`config.mk`:
```
export PLATFORM = sky130hd
export DESIGN_NAME = delta_list_task_scheduler_top
export DESIGN_NICKNAME = d
export VERILOG_FILES = /design/src/rtl/dls_pkg.sv /design/src/rtl/dls_ram.sv /design/src/rtl/delta_list_task_scheduler_top.sv
export SDC_FILE = /design/constraint.sdc
export NUM_CORES = 2
export LEC_CHECK = 0
export BUFFER_PORTS_ARGS = -buffer_cell sky130_fd_sc_hd__clkbuf_2
export CELL_PAD_IN_SITES_DETAIL_PLACEMENT = 0
export CELL_PAD_IN_SITES_GLOBAL_PLACEMENT = 2
export CORE_MARGIN = 4
export CORE_UTILIZATION = 35
export CTS_CLUSTER_SIZE = 12
export DETAILED_ROUTE_END_ITERATION = 8
export PLACE_DENSITY = 0.65
export SLEW_MARGIN = 40
export SYNTH_ARGS = -nofsm -noshare
export SYNTH_HDL_FRONTEND = slang
export SYNTH_SLANG_ARGS = --single-unit
```
`constraint.sdc`:
```
create_clock -name clock -period 14.96 [get_ports clock]
set_input_delay 2.244 -clock clock [delete_from_list [all_inputs] [get_ports clock]]
set_output_delay 2.244 -clock clock [all_outputs]
set_load 0.02 [all_outputs]
```
`src/rtl/dls_pkg.sv`:
```
// Shared types, codes and sizes for the delta list task scheduler.
package dls_pkg;

   localparam int MAX_TASKS = 16;
   localparam int IDX_W     = $clog2(MAX_TASKS);
   localparam int CNT_W     = $clog2(MAX_TASKS + 1);

   // request actions
   localparam logic [1:0] ACT_ADD      = 2'd0;
   localparam logic [1:0] ACT_DELETE   = 2'd1;
   localparam logic [1:0] ACT_TICK     = 2'd2;
   localparam logic [1:0] ACT_DISPATCH = 2'd3;

   // response status codes
   localparam logic [1:0] ST_OK         = 2'd0;
   localparam logic [1:0] ST_FULL       = 2'd1;
   localparam logic [1:0] ST_NOT_FOUND  = 2'd2;
   localparam logic [1:0] ST_DISPATCHED = 2'd3;

   // one list entry as held in the slot memory
   typedef struct packed {
      logic [7:0]  handle;
      logic [31:0] id;
      logic [31:0] delta;
      logic [31:0] period;
   } slot_entry_type;

   localparam int ENTRY_W = $bits(slot_entry_type);

endpackage

```
`src/rtl/dls_ram.sv`:
```
// Generic single write port, single read port RAM with registered read.
module dls_ram #(
   parameter int WIDTH = 8,
   parameter int DEPTH = 16
) (
   input  logic                     clock,
   input  logic                     wr_en,
   input  logic [$clog2(DEPTH)-1:0] wr_addr,
   input  logic [WIDTH-1:0]         wr_data,
   input  logic                     rd_en,
   input  logic [$clog2(DEPTH)-1:0] rd_addr,
   output logic [WIDTH-1:0]         rd_data
);

   logic [WIDTH-1:0] mem_ff [DEPTH];
   logic [WIDTH-1:0] rd_data_ff;

   // write port
   always_ff @(posedge clock) begin
      if (wr_en) begin
         mem_ff[wr_addr] <= wr_data;
      end
   end

   // registered read port
   always_ff @(posedge clock) begin
      if (rd_en) begin
         rd_data_ff <= mem_ff[rd_addr];
      end
   end

   assign rd_data = rd_data_ff;

endmodule

```
`src/rtl/delta_list_task_scheduler_top.sv`:
```
// Delta list timer queue: sequencer around one slot memory holding the list.
//
// The list lives in one memory in due order, head at slot 0; each step reads
// one slot through the registered read port, and the shifting steps then
// write one back, so the memory port sets the pace. Add walks up to the
// insertion point and shifts the tail up. Delete walks to the match and
// shifts the tail down. Tick counts the head delta down unless it is zero.
// Dispatch removes each due task from the head, plus an add pass for each
// periodic one. busy is high from the cycle after acceptance until the cycle
// in which the item ends, which shows its last word if it has one (a dispatch
// with nothing due shows none); an add refused on a full table is answered
// from idle and leaves busy low. Each result word sits on the rsp_ ports for
// one cycle with rsp_strobe high and cannot be held off by the receiver.
module delta_list_task_scheduler_top (
   input  logic        clock,
   input  logic        reset,
   input  logic        start,
   output logic        busy,
   input  logic [1:0]  req_action,
   input  logic [7:0]  req_task_handle,
   input  logic [31:0] req_start_delay,
   input  logic [31:0] req_repeat_period,
   input  logic [31:0] req_target_id,
   output logic        rsp_strobe,
   output logic [1:0]  rsp_status,
   output logic [31:0] rsp_result_id,
   output logic [7:0]  rsp_run_handle,
   output logic        rsp_last_of_run
);

   import dls_pkg::*;

   typedef enum logic [13:0] {
      S_IDLE   = 14'b00000000000001,
      S_AW_RD  = 14'b00000000000010,
      S_AW_CHK = 14'b00000000000100,
      S_AS_RD  = 14'b00000000001000,
      S_AS_WR  = 14'b00000000010000,
      S_A_NEW  = 14'b00000000100000,
      S_DF_RD  = 14'b00000001000000,
      S_DF_CHK = 14'b00000010000000,
      S_RM_RD  = 14'b00000100000000,
      S_RM_WR  = 14'b00001000000000,
      S_TK_RD  = 14'b00010000000000,
      S_TK_WR  = 14'b00100000000000,
      S_DP_RD  = 14'b01000000000000,
      S_DP_CHK = 14'b10000000000000
   } state_type;

   state_type      state_ff, state_in;
   logic [CNT_W-1:0] count_ff, count_in;
   logic [31:0]    next_id_ff, next_id_in;
   logic [1:0]     act_ff, act_in;
   logic [7:0]     handle_ff, handle_in;
   logic [31:0]    delay_ff, delay_in;
   logic [31:0]    period_ff, period_in;
   logic [31:0]    target_ff, target_in;
   logic [31:0]    new_id_ff, new_id_in;
   logic [CNT_W-1:0] idx_ff, idx_in;
   logic [CNT_W-1:0] pos_ff, pos_in;
   logic [31:0]    sum_ff, sum_in;
   logic [31:0]    nd_ff, nd_in;
   logic           pend_valid_ff, pend_valid_in;
   logic [31:0]    pend_id_ff, pend_id_in;
   logic [7:0]     pend_handle_ff, pend_handle_in;
   logic           rsp_strobe_ff, rsp_strobe_in;
   logic [1:0]     rsp_status_ff, rsp_status_in;
   logic [31:0]    rsp_result_id_ff, rsp_result_id_in;
   logic [7:0]     rsp_run_handle_ff, rsp_run_handle_in;
   logic           rsp_last_ff, rsp_last_in;

   logic               ram_wr_en;
   logic [IDX_W-1:0]   ram_wr_addr;
   slot_entry_type     ram_wr_entry;
   logic               ram_rd_en;
   logic [IDX_W-1:0]   ram_rd_addr;
   logic [ENTRY_W-1:0] ram_rd_data;
   slot_entry_type     rd_entry;
   logic [32:0]        sum_tot;
   logic [32:0]        delay_ext;
   logic [CNT_W-1:0]   pos_next;

   assign rd_entry  = slot_entry_type'(ram_rd_data);
   assign sum_tot   = {1'b0, sum_ff} + {1'b0, rd_entry.delta};
   assign delay_ext = {1'b0, delay_ff};
   assign pos_next  = pos_ff + CNT_W'(1);

   dls_ram #(
      .WIDTH(ENTRY_W),
      .DEPTH(MAX_TASKS)
   ) u_slot_ram (
      .clock  (clock),
      .wr_en  (ram_wr_en),
      .wr_addr(ram_wr_addr),
      .wr_data(ENTRY_W'(ram_wr_entry)),
      .rd_en  (ram_rd_en),
      .rd_addr(ram_rd_addr),
      .rd_data(ram_rd_data)
   );

   // sequence the list operations over the slot memory
   always_comb begin
      state_in          = state_ff;
      count_in          = count_ff;
      next_id_in        = next_id_ff;
      act_in            = act_ff;
      handle_in         = handle_ff;
      delay_in          = delay_ff;
      period_in         = period_ff;
      target_in         = target_ff;
      new_id_in         = new_id_ff;
      idx_in            = idx_ff;
      pos_in            = pos_ff;
      sum_in            = sum_ff;
      nd_in             = nd_ff;
      pend_valid_in     = pend_valid_ff;
      pend_id_in        = pend_id_ff;
      pend_handle_in    = pend_handle_ff;
      rsp_strobe_in     = 1'b0;
      rsp_status_in     = rsp_status_ff;
      rsp_result_id_in  = rsp_result_id_ff;
      rsp_run_handle_in = rsp_run_handle_ff;
      rsp_last_in       = rsp_last_ff;
      ram_wr_en         = 1'b0;
      ram_wr_addr       = '0;
      ram_wr_entry      = rd_entry;
      ram_rd_en         = 1'b0;
      ram_rd_addr       = '0;

      unique case (state_ff)
         S_IDLE: begin
            if (start) begin
               act_in    = req_action;
               handle_in = req_task_handle;
               delay_in  = req_start_delay;
               period_in = req_repeat_period;
               target_in = req_target_id;
               idx_in    = '0;
               sum_in    = '0;
               unique case (req_action)
                  ACT_ADD: begin
                     if (count_ff == CNT_W'(MAX_TASKS)) begin
                        rsp_strobe_in     = 1'b1;
                        rsp_status_in     = ST_FULL;
                        rsp_result_id_in  = '0;
                        rsp_run_handle_in = '0;
                        rsp_last_in       = 1'b1;
                     end else begin
                        new_id_in  = next_id_ff;
                        next_id_in = next_id_ff + 32'd1;
                        state_in   = S_AW_RD;
                     end
                  end
                  ACT_DELETE:   state_in = S_DF_RD;
                  ACT_TICK:     state_in = S_TK_RD;
                  ACT_DISPATCH: state_in = S_DP_RD;
                  default:      state_in = S_IDLE;
               endcase
            end
         end

         // walk the list for the insertion point
         S_AW_RD: begin
            if (idx_ff >= count_ff) begin
               pos_in   = count_ff;
               nd_in    = delay_ff - sum_ff;
               idx_in   = count_ff;
               state_in = S_AS_RD;
            end else begin
               ram_rd_en   = 1'b1;
               ram_rd_addr = idx_ff[IDX_W-1:0];
               state_in    = S_AW_CHK;
            end
         end

         S_AW_CHK: begin
            if (delay_ext < sum_tot) begin
               pos_in   = idx_ff;
               nd_in    = delay_ff - sum_ff;
               idx_in   = count_ff;
               state_in = S_AS_RD;
            end else if (delay_ext == sum_tot) begin
               pos_in   = idx_ff + CNT_W'(1);
               nd_in    = '0;
               idx_in   = count_ff;
               state_in = S_AS_RD;
            end else begin
               sum_in   = sum_tot[31:0];
               idx_in   = idx_ff + CNT_W'(1);
               state_in = S_AW_RD;
            end
         end

         // shift the tail up by one slot
         S_AS_RD: begin
            if (idx_ff == pos_ff) begin
               state_in = S_A_NEW;
            end else begin
               ram_rd_en   = 1'b1;
               ram_rd_addr = IDX_W'(idx_ff - CNT_W'(1));
               state_in    = S_AS_WR;
            end
         end

         S_AS_WR: begin
            ram_wr_en   = 1'b1;
            ram_wr_addr = idx_ff[IDX_W-1:0];
            if (idx_ff == pos_next) begin
               ram_wr_entry.delta = rd_entry.delta - nd_ff;
            end
            idx_in   = idx_ff - CNT_W'(1);
            state_in = S_AS_RD;
         end

         // write the new entry into the gap
         S_A_NEW: begin
            ram_wr_en           = 1'b1;
            ram_wr_addr         = pos_ff[IDX_W-1:0];
            ram_wr_entry.handle = handle_ff;
            ram_wr_entry.id     = new_id_ff;
            ram_wr_entry.delta  = nd_ff;
            ram_wr_entry.period = period_ff;
            count_in            = count_ff + CNT_W'(1);
            if (act_ff == ACT_DISPATCH) begin
               state_in = S_DP_RD;
            end else begin
               rsp_strobe_in     = 1'b1;
               rsp_status_in     = ST_OK;
               rsp_result_id_in  = new_id_ff;
               rsp_run_handle_in = '0;
               rsp_last_in       = 1'b1;
               state_in          = S_IDLE;
            end
         end

         // search for the target id
         S_DF_RD: begin
            if (idx_ff >= count_ff) begin
               rsp_strobe_in     = 1'b1;
               rsp_status_in     = ST_NOT_FOUND;
               rsp_result_id_in  = target_ff;
               rsp_run_handle_in = '0;
               rsp_last_in       = 1'b1;
               state_in          = S_IDLE;
            end else begin
               ram_rd_en   = 1'b1;
               ram_rd_addr = idx_ff[IDX_W-1:0];
               state_in    = S_DF_CHK;
            end
         end

         S_DF_CHK: begin
            if (rd_entry.id == target_ff) begin
               pos_in   = idx_ff;
               nd_in    = rd_entry.delta;
               idx_in   = idx_ff + CNT_W'(1);
               state_in = S_RM_RD;
            end else begin
               idx_in   = idx_ff + CNT_W'(1);
               state_in = S_DF_RD;
            end
         end

         // shift the tail down over the removed slot, folding its delta
         S_RM_RD: begin
            if (idx_ff >= count_ff) begin
               count_in = count_ff - CNT_W'(1);
               if (act_ff == ACT_DISPATCH) begin
                  if (period_ff != '0) begin
                     new_id_in  = next_id_ff;
                     next_id_in = next_id_ff + 32'd1;
                     delay_in   = period_ff;
                     idx_in     = '0;
                     sum_in     = '0;
                     state_in   = S_AW_RD;
                  end else begin
                     state_in = S_DP_RD;
                  end
               end else begin
                  rsp_strobe_in     = 1'b1;
                  rsp_status_in     = ST_OK;
                  rsp_result_id_in  = target_ff;
                  rsp_run_handle_in = '0;
                  rsp_last_in       = 1'b1;
                  state_in          = S_IDLE;
               end
            end else begin
               ram_rd_en   = 1'b1;
               ram_rd_addr = idx_ff[IDX_W-1:0];
               state_in    = S_RM_WR;
            end
         end

         S_RM_WR: begin
            ram_wr_en   = 1'b1;
            ram_wr_addr = IDX_W'(idx_ff - CNT_W'(1));
            if (idx_ff == pos_next) begin
               ram_wr_entry.delta = rd_entry.delta + nd_ff;
            end
            idx_in   = idx_ff + CNT_W'(1);
            state_in = S_RM_RD;
         end

         // count the head delay down
         S_TK_RD: begin
            if (count_ff == '0) begin
               rsp_strobe_in     = 1'b1;
               rsp_status_in     = ST_OK;
               rsp_result_id_in  = '0;
               rsp_run_handle_in = '0;
               rsp_last_in       = 1'b1;
               state_in          = S_IDLE;
            end else begin
               ram_rd_en   = 1'b1;
               ram_rd_addr = '0;
               state_in    = S_TK_WR;
            end
         end

         S_TK_WR: begin
            if (rd_entry.delta != '0) begin
               ram_wr_en          = 1'b1;
               ram_wr_addr        = '0;
               ram_wr_entry.delta = rd_entry.delta - 32'd1;
            end
            rsp_strobe_in     = 1'b1;
            rsp_status_in     = ST_OK;
            rsp_result_id_in  = '0;
            rsp_run_handle_in = '0;
            rsp_last_in       = 1'b1;
            state_in          = S_IDLE;
         end

         // look at the head for a due task
         S_DP_RD: begin
            if (count_ff == '0) begin
               if (pend_valid_ff) begin
                  rsp_strobe_in     = 1'b1;
                  rsp_status_in     = ST_DISPATCHED;
                  rsp_result_id_in  = pend_id_ff;
                  rsp_run_handle_in = pend_handle_ff;
                  rsp_last_in       = 1'b1;
               end
               pend_valid_in = 1'b0;
               state_in      = S_IDLE;
            end else begin
               ram_rd_en   = 1'b1;
               ram_rd_addr = '0;
               state_in    = S_DP_CHK;
            end
         end

         // hold one due word back so the last one can be flagged
         S_DP_CHK: begin
            if (pend_valid_ff) begin
               rsp_strobe_in     = 1'b1;
               rsp_status_in     = ST_DISPATCHED;
               rsp_result_id_in  = pend_id_ff;
               rsp_run_handle_in = pend_handle_ff;
               rsp_last_in       = (rd_entry.delta != '0);
            end
            if (rd_entry.delta != '0) begin
               pend_valid_in = 1'b0;
               state_in      = S_IDLE;
            end else begin
               pend_valid_in  = 1'b1;
               pend_id_in     = rd_entry.id;
               pend_handle_in = rd_entry.handle;
               handle_in      = rd_entry.handle;
               period_in      = rd_entry.period;
               pos_in         = '0;
               nd_in          = rd_entry.delta;
               idx_in         = CNT_W'(1);
               state_in       = S_RM_RD;
            end
         end

         default: state_in = S_IDLE;
      endcase
   end

   // control registers
   always_ff @(posedge clock) begin
      if (reset) begin
         state_ff      <= S_IDLE;
         count_ff      <= '0;
         next_id_ff    <= '0;
         pend_valid_ff <= 1'b0;
         rsp_strobe_ff <= 1'b0;
      end else begin
         state_ff      <= state_in;
         count_ff      <= count_in;
         next_id_ff    <= next_id_in;
         pend_valid_ff <= pend_valid_in;
         rsp_strobe_ff <= rsp_strobe_in;
      end
   end

   // payload registers
   always_ff @(posedge clock) begin
      act_ff            <= act_in;
      handle_ff         <= handle_in;
      delay_ff          <= delay_in;
      period_ff         <= period_in;
      target_ff         <= target_in;
      new_id_ff         <= new_id_in;
      idx_ff            <= idx_in;
      pos_ff            <= pos_in;
      sum_ff            <= sum_in;
      nd_ff             <= nd_in;
      pend_id_ff        <= pend_id_in;
      pend_handle_ff    <= pend_handle_in;
      rsp_status_ff     <= rsp_status_in;
      rsp_result_id_ff  <= rsp_result_id_in;
      rsp_run_handle_ff <= rsp_run_handle_in;
      rsp_last_ff       <= rsp_last_in;
   end

   assign busy            = (state_ff != S_IDLE);
   assign rsp_strobe      = rsp_strobe_ff;
   assign rsp_status      = rsp_status_ff;
   assign rsp_result_id   = rsp_result_id_ff;
   assign rsp_run_handle  = rsp_run_handle_ff;
   assign rsp_last_of_run = rsp_last_ff;

endmodule

```
==> flow_summary.rst <==
.. list-table::
   :header-rows: 1

   * - Metric
     - Value
   * - Final cell count without fillers
     - between 9000 and 10000
   * - Category of the most critical setup path
     - reg2reg
   * - Total congestion overflow
     - 0
   * - Clock transition time at the flip-flop clock pins of the worst setup and hold paths
     - around 60 ps
   * - Min-Delay Endpoint
     - new_id_ff[8]
   * - Result of the run
     - completed
   * - Biggest fanout along the worst timing path
     - 37
   * - Routed wirelength normalized by instance count
     - just under 30 µm
   * - Initial Util
     - roughly a third
   * - DIE WIDTH
     - a little over 500 µm
   * - Distinct cell type count after synthesis
     - 89
   * - Top achievable clock speed
     - 144 MHz
   * - PnR Total Power
     - 0.0123 W
   * - Final critical-path share of the clock period
     - 46.5%
   * - Tot GR Track Use
     - between 20% and 30%
   * - Clock net sink count
     - 2116
   * - Number of hold-slack violations in the final timing report
     - 0
   * - Root Driver
     - clkbuf_16
   * - Later-pin clock latency in the skew report
     - 870 ps
   * - First-pass GRT wire length
     - 390000 µm
   * - Final design instance area without fill
     - just over 100000 µm²
   * - Syn-to-layout area delta
     - 13.6%
   * - Worst-case reg-to-reg path depth
     - 23
   * - EDFF count, synth
     - 2063
   * - Clock buffers created by TritonCTS
     - 218
   * - Critical path, cell by cell
     - ha_1 > fa_1 > a211oi_1 > o21ai_0 > a311oi_1 > a21oi_1 > o21ai_0 > nor2b_1 > o21ai_0 > a21oi_1 > xnor2_1 > ha_1 > a21o_1 > a21o_1 > a21o_1 > a221oi_1 > nand3_1 > o211ai_1 > nor2_2 > nand2_1 > nor2_1 > nor4_2 > buf_4
   * - Post-detailed-route count of antenna-violating nets
     - 0
   * - Top_reg_cell synth
     - edfxtp_1
   * - Instance count of the mapped netlist
     - between 5000 and 6000
   * - Reported max-cap violation count
     - 0
   * - Peak supply drop
     - between 0.09 and 0.1 mV
   * - Final count of pins violating max slew
     - 0
   * - Number of core rows
     - around 190
   * - Number of stages on the worst hold path
     - 0
   * - Synthesized net count
     - a little under 6000
   * - Detailed router's first-iteration violation count
     - between 5000 and 6000
   * - Synth warnings
     - 0
   * - Die Y
     - roughly 520 µm
   * - Hold buffer count at CTS
     - 0
   * - Synth async-reset ratio
     - 0%
   * - Cell family with the largest share of critical-path delay
     - compound AO/OA/AOI/OAI gates
   * - Endpoints failing setup
     - 0
   * - Max_slew headroom
     - 39.6%
   * - Mean instance size in the synthesized netlist
     - about 16 µm²
   * - RSZ-0062 raised after global routing
     - false
   * - Type of the most critical hold path
     - reg2reg
   * - Endpoint arrival time on the critical path
     - 7410 ps
   * - Number of global-route vias before repair
     - roughly 52000
   * - Final min period
     - around 7000 ps
   * - Length of the first detailed-routing pass in iterations
     - 6
   * - Core Box Area
     - 255000 µm²
   * - CTS tree
     - done
   * - Placed insts
     - around 9000
   * - Startpoint types
     - flip-flop
   * - Endpoint class of the critical path
     - flip-flop
   * - FF+latch count, synth
     - 2116
   * - Endpoint of the worst-slack reg-to-reg timing path
     - nd_ff[7]
   * - Vias per cell
     - roughly 5.6
   * - Net count reported at finish
     - around 6200
   * - Die footprint
     - 265000 µm²
   * - Routed vias
     - between 50000 and 60000
   * - Number of resized instances in the post-cts repair step
     - 0
   * - Power per cell area
     - approximately 120 nW/µm²
   * - Proportion of synthesized chip area in sequential cells
     - between 60% and 70%
   * - CP peak stage delay
     - between 700 and 800 ps
   * - Startpoint of the most critical register-to-register path
     - u_slot_ram.rd_data[32]
   * - Number of buffers inserted by port buffering
     - approximately 150
   * - Register-to-Register Setup Slack
     - about 8000 ps
   * - Slowest stage cell on the critical path
     - a311oi_1
   * - Hold path startpoint
     - next_id_ff[8]
   * - Cell leakage power
     - 34.7 nW
   * - WP buf/inv
     - 1
   * - Tightest Pin Transition
     - between 800 and 900 ps
   * - Routability Congestion
     - roughly 0.85
   * - Number of antenna violations at the first check in global routing
     - 15
   * - Placed Instance Area
     - 95800 µm²
   * - Final worst clock skew
     - 53.2 ps
   * - Aggregate negative setup slack
     - 0 ps
   * - Clock H-tree levels
     - 4
   * - Buffers from clock root to sink, at most
     - 3
   * - Share of cells above drive strength 1
     - between 10% and 20%
   * - Fill cells
     - about 23000
   * - Critical path data required time
     - roughly 15000 ps
   * - HPWL after detailed placement
     - between 150000 and 200000 µm
   * - Count of buffers added by post-CTS timing repair for setup
     - 0
   * - IO Count
     - 154
   * - Netlist area before placement
     - between 90000 and 100000 µm²
   * - Number of remaining DRC errors
     - 0
   * - Sum of routed wire length over all layers
     - 273000 µm
   * - Largest net degree at the start of global routing
     - 85
-- worst reg2reg max path, cell delays in order, from the launching register on --
cell and delay [ps]:
edfxtp_1 500, ha_1 280, fa_1 440, a211oi_1 310
o21ai_0 200, a311oi_1 720, a21oi_1 220, o21ai_0 410
nor2b_1 80, o21ai_0 230, a21oi_1 120, xnor2_1 210
ha_1 280, a21o_1 160, a21o_1 180, a21o_1 180
a221oi_1 350, nand3_1 120, o211ai_1 320, nor2_2 190
nand2_1 140, nor2_1 90, nor4_2 280, buf_4 500
-- power by group --
part / switching [W] / total (W) / internal, W
Combinational: 0.000464 / 0.000717 / 0.000253
Sequential: 0.0000632 / 0.00659 / 0.00652
Clock: 0.00226 / 0.00503 / 0.00277
Total: 0.00279 / 0.0123 / 0.00954
-- registers in the layout (all words and copies together) (netlist names), 8 cells and up --
register and cells:
handle_ff 8, u_slot_ram.rd_data 104, target_ff 32, sum_ff 32
pend_id_ff 32, pend_handle_ff 8, u_slot_ram.mem_ff 1664, delay_ff 32
nd_ff 32, rsp_run_handle 8, next_id_ff 32, state_ff 14
period_ff 32, rsp_result_id 32, new_id_ff 32
-- cells in the final DEF, fill, tap and decap left out, types with 44 or more instances in the layout --
master     netlist  routed
a22oi_1        116     116
nor2_1         219     202
dfxtp_1         53      53
ha_1           171     171
o21ai_0        122     119
clkinv_1         0      44
clkbuf_1       164      58
nand2_1        817     814
buf_4            0      97
a21o_1          56      56
mux4_2         416     416
nor3_1          63      61
xnor2_1         65      65
edfxtp_1      2063    2063
xor2_1          76      76
clkbuf_16        0     218
nand3_1        165     161
inv_1          160     159
clkbuf_2         1     153
a21oi_1        179     176
-- through the flow --
stage / hold WS (ps) / setup slack [ps] / utilization (%)
3_5_place_dp: 420 / 8040 / 37.6
2_1_floorplan: 408 / 5180 / -
6_report: 438 / 8000 / 40.1
5_1_grt: 448 / 7420 / 40.1
3_3_place_gp: 415 / 7940 / 37.4
4_1_cts: 434 / 7980 / 40.1
-- per-layer routing --
metal  share of wire (%)  track usage (%)  vias to the layer above
met3                 5.7             2.94                      327
met2                  48             33.0                     1575
met1                  44             28.8                    27700
met4                 2.4             5.26                        2
met5              0.0048                0                        -
li1                    -                -                    22600
-- kinds of logic after synthesis --
logic type	synth area share (%)
buffers and inverters	1.94
and+or+nand+nor	7.69
muxes	10.5
adders and majority gates	2.49
AOI/OAI and AO/OA	6.06
DFF	70.0
xor gates and xnor gates	1.37
-- cell type report --
type / count / area (µm²) / share of cell area (%)
flip-flops and latches: 2116 / 63000 / 61.6
multi-input cells: 3073 / 25700 / 25.1
clock buffers: 276 / 5670 / 5.54
well taps: 3366 / 4210 / 4.12
repair buffers: 300 / 2390 / 2.33
clock inverters: 94 / 766 / 0.748
inverters: 161 / 604 / 0.590
diodes: 5 / 12.5 / 0.0122
-- cells in the mapped netlist (53+ instances only) --
| library cell | instances | area share (%) |
|---|---|---|
| inv_1 | 160 | 0.67 |
| a22oi_1 | 116 | 0.97 |
| ha_1 | 171 | 2.4 |
| a21oi_1 | 179 | 0.99 |
| nor2_1 | 219 | 0.91 |
| clkbuf_1 | 164 | 0.68 |
| nand3_1 | 165 | 0.92 |
| buf_2 | 64 | 0.36 |
| mux4_2 | 416 | 10 |
| edfxtp_1 | 2063 | 69 |
| o21ai_0 | 122 | 0.68 |
| dfxtp_1 | 53 | 1.2 |
| xor2_1 | 76 | 0.74 |
| nand2_1 | 817 | 3.4 |
| a21o_1 | 56 | 0.47 |
| xnor2_1 | 65 | 0.63 |
| nor3_1 | 63 | 0.35 |
-- how the worst max path moves through the flow --
stage / from / slack [ps] / depth (start not counted) / end
after global routing: u_slot_ram.rd_data[32] / 7420 / 23 / nd_ff[9]
after floorplan: state_ff[0] / 5180 / 9 / u_slot_ram.mem_ff[4][0]
after CTS: u_slot_ram.rd_data[32] / 7980 / 22 / sum_ff[12]
after global placement: u_slot_ram.rd_data[32] / 7940 / 23 / sum_ff[0]
after detailed placement: u_slot_ram.rd_data[32] / 8040 / 22 / sum_ff[0]
final: u_slot_ram.rd_data[32] / 8000 / 23 / nd_ff[7]
Note: power is estimated with default switching activity, not from simulation.
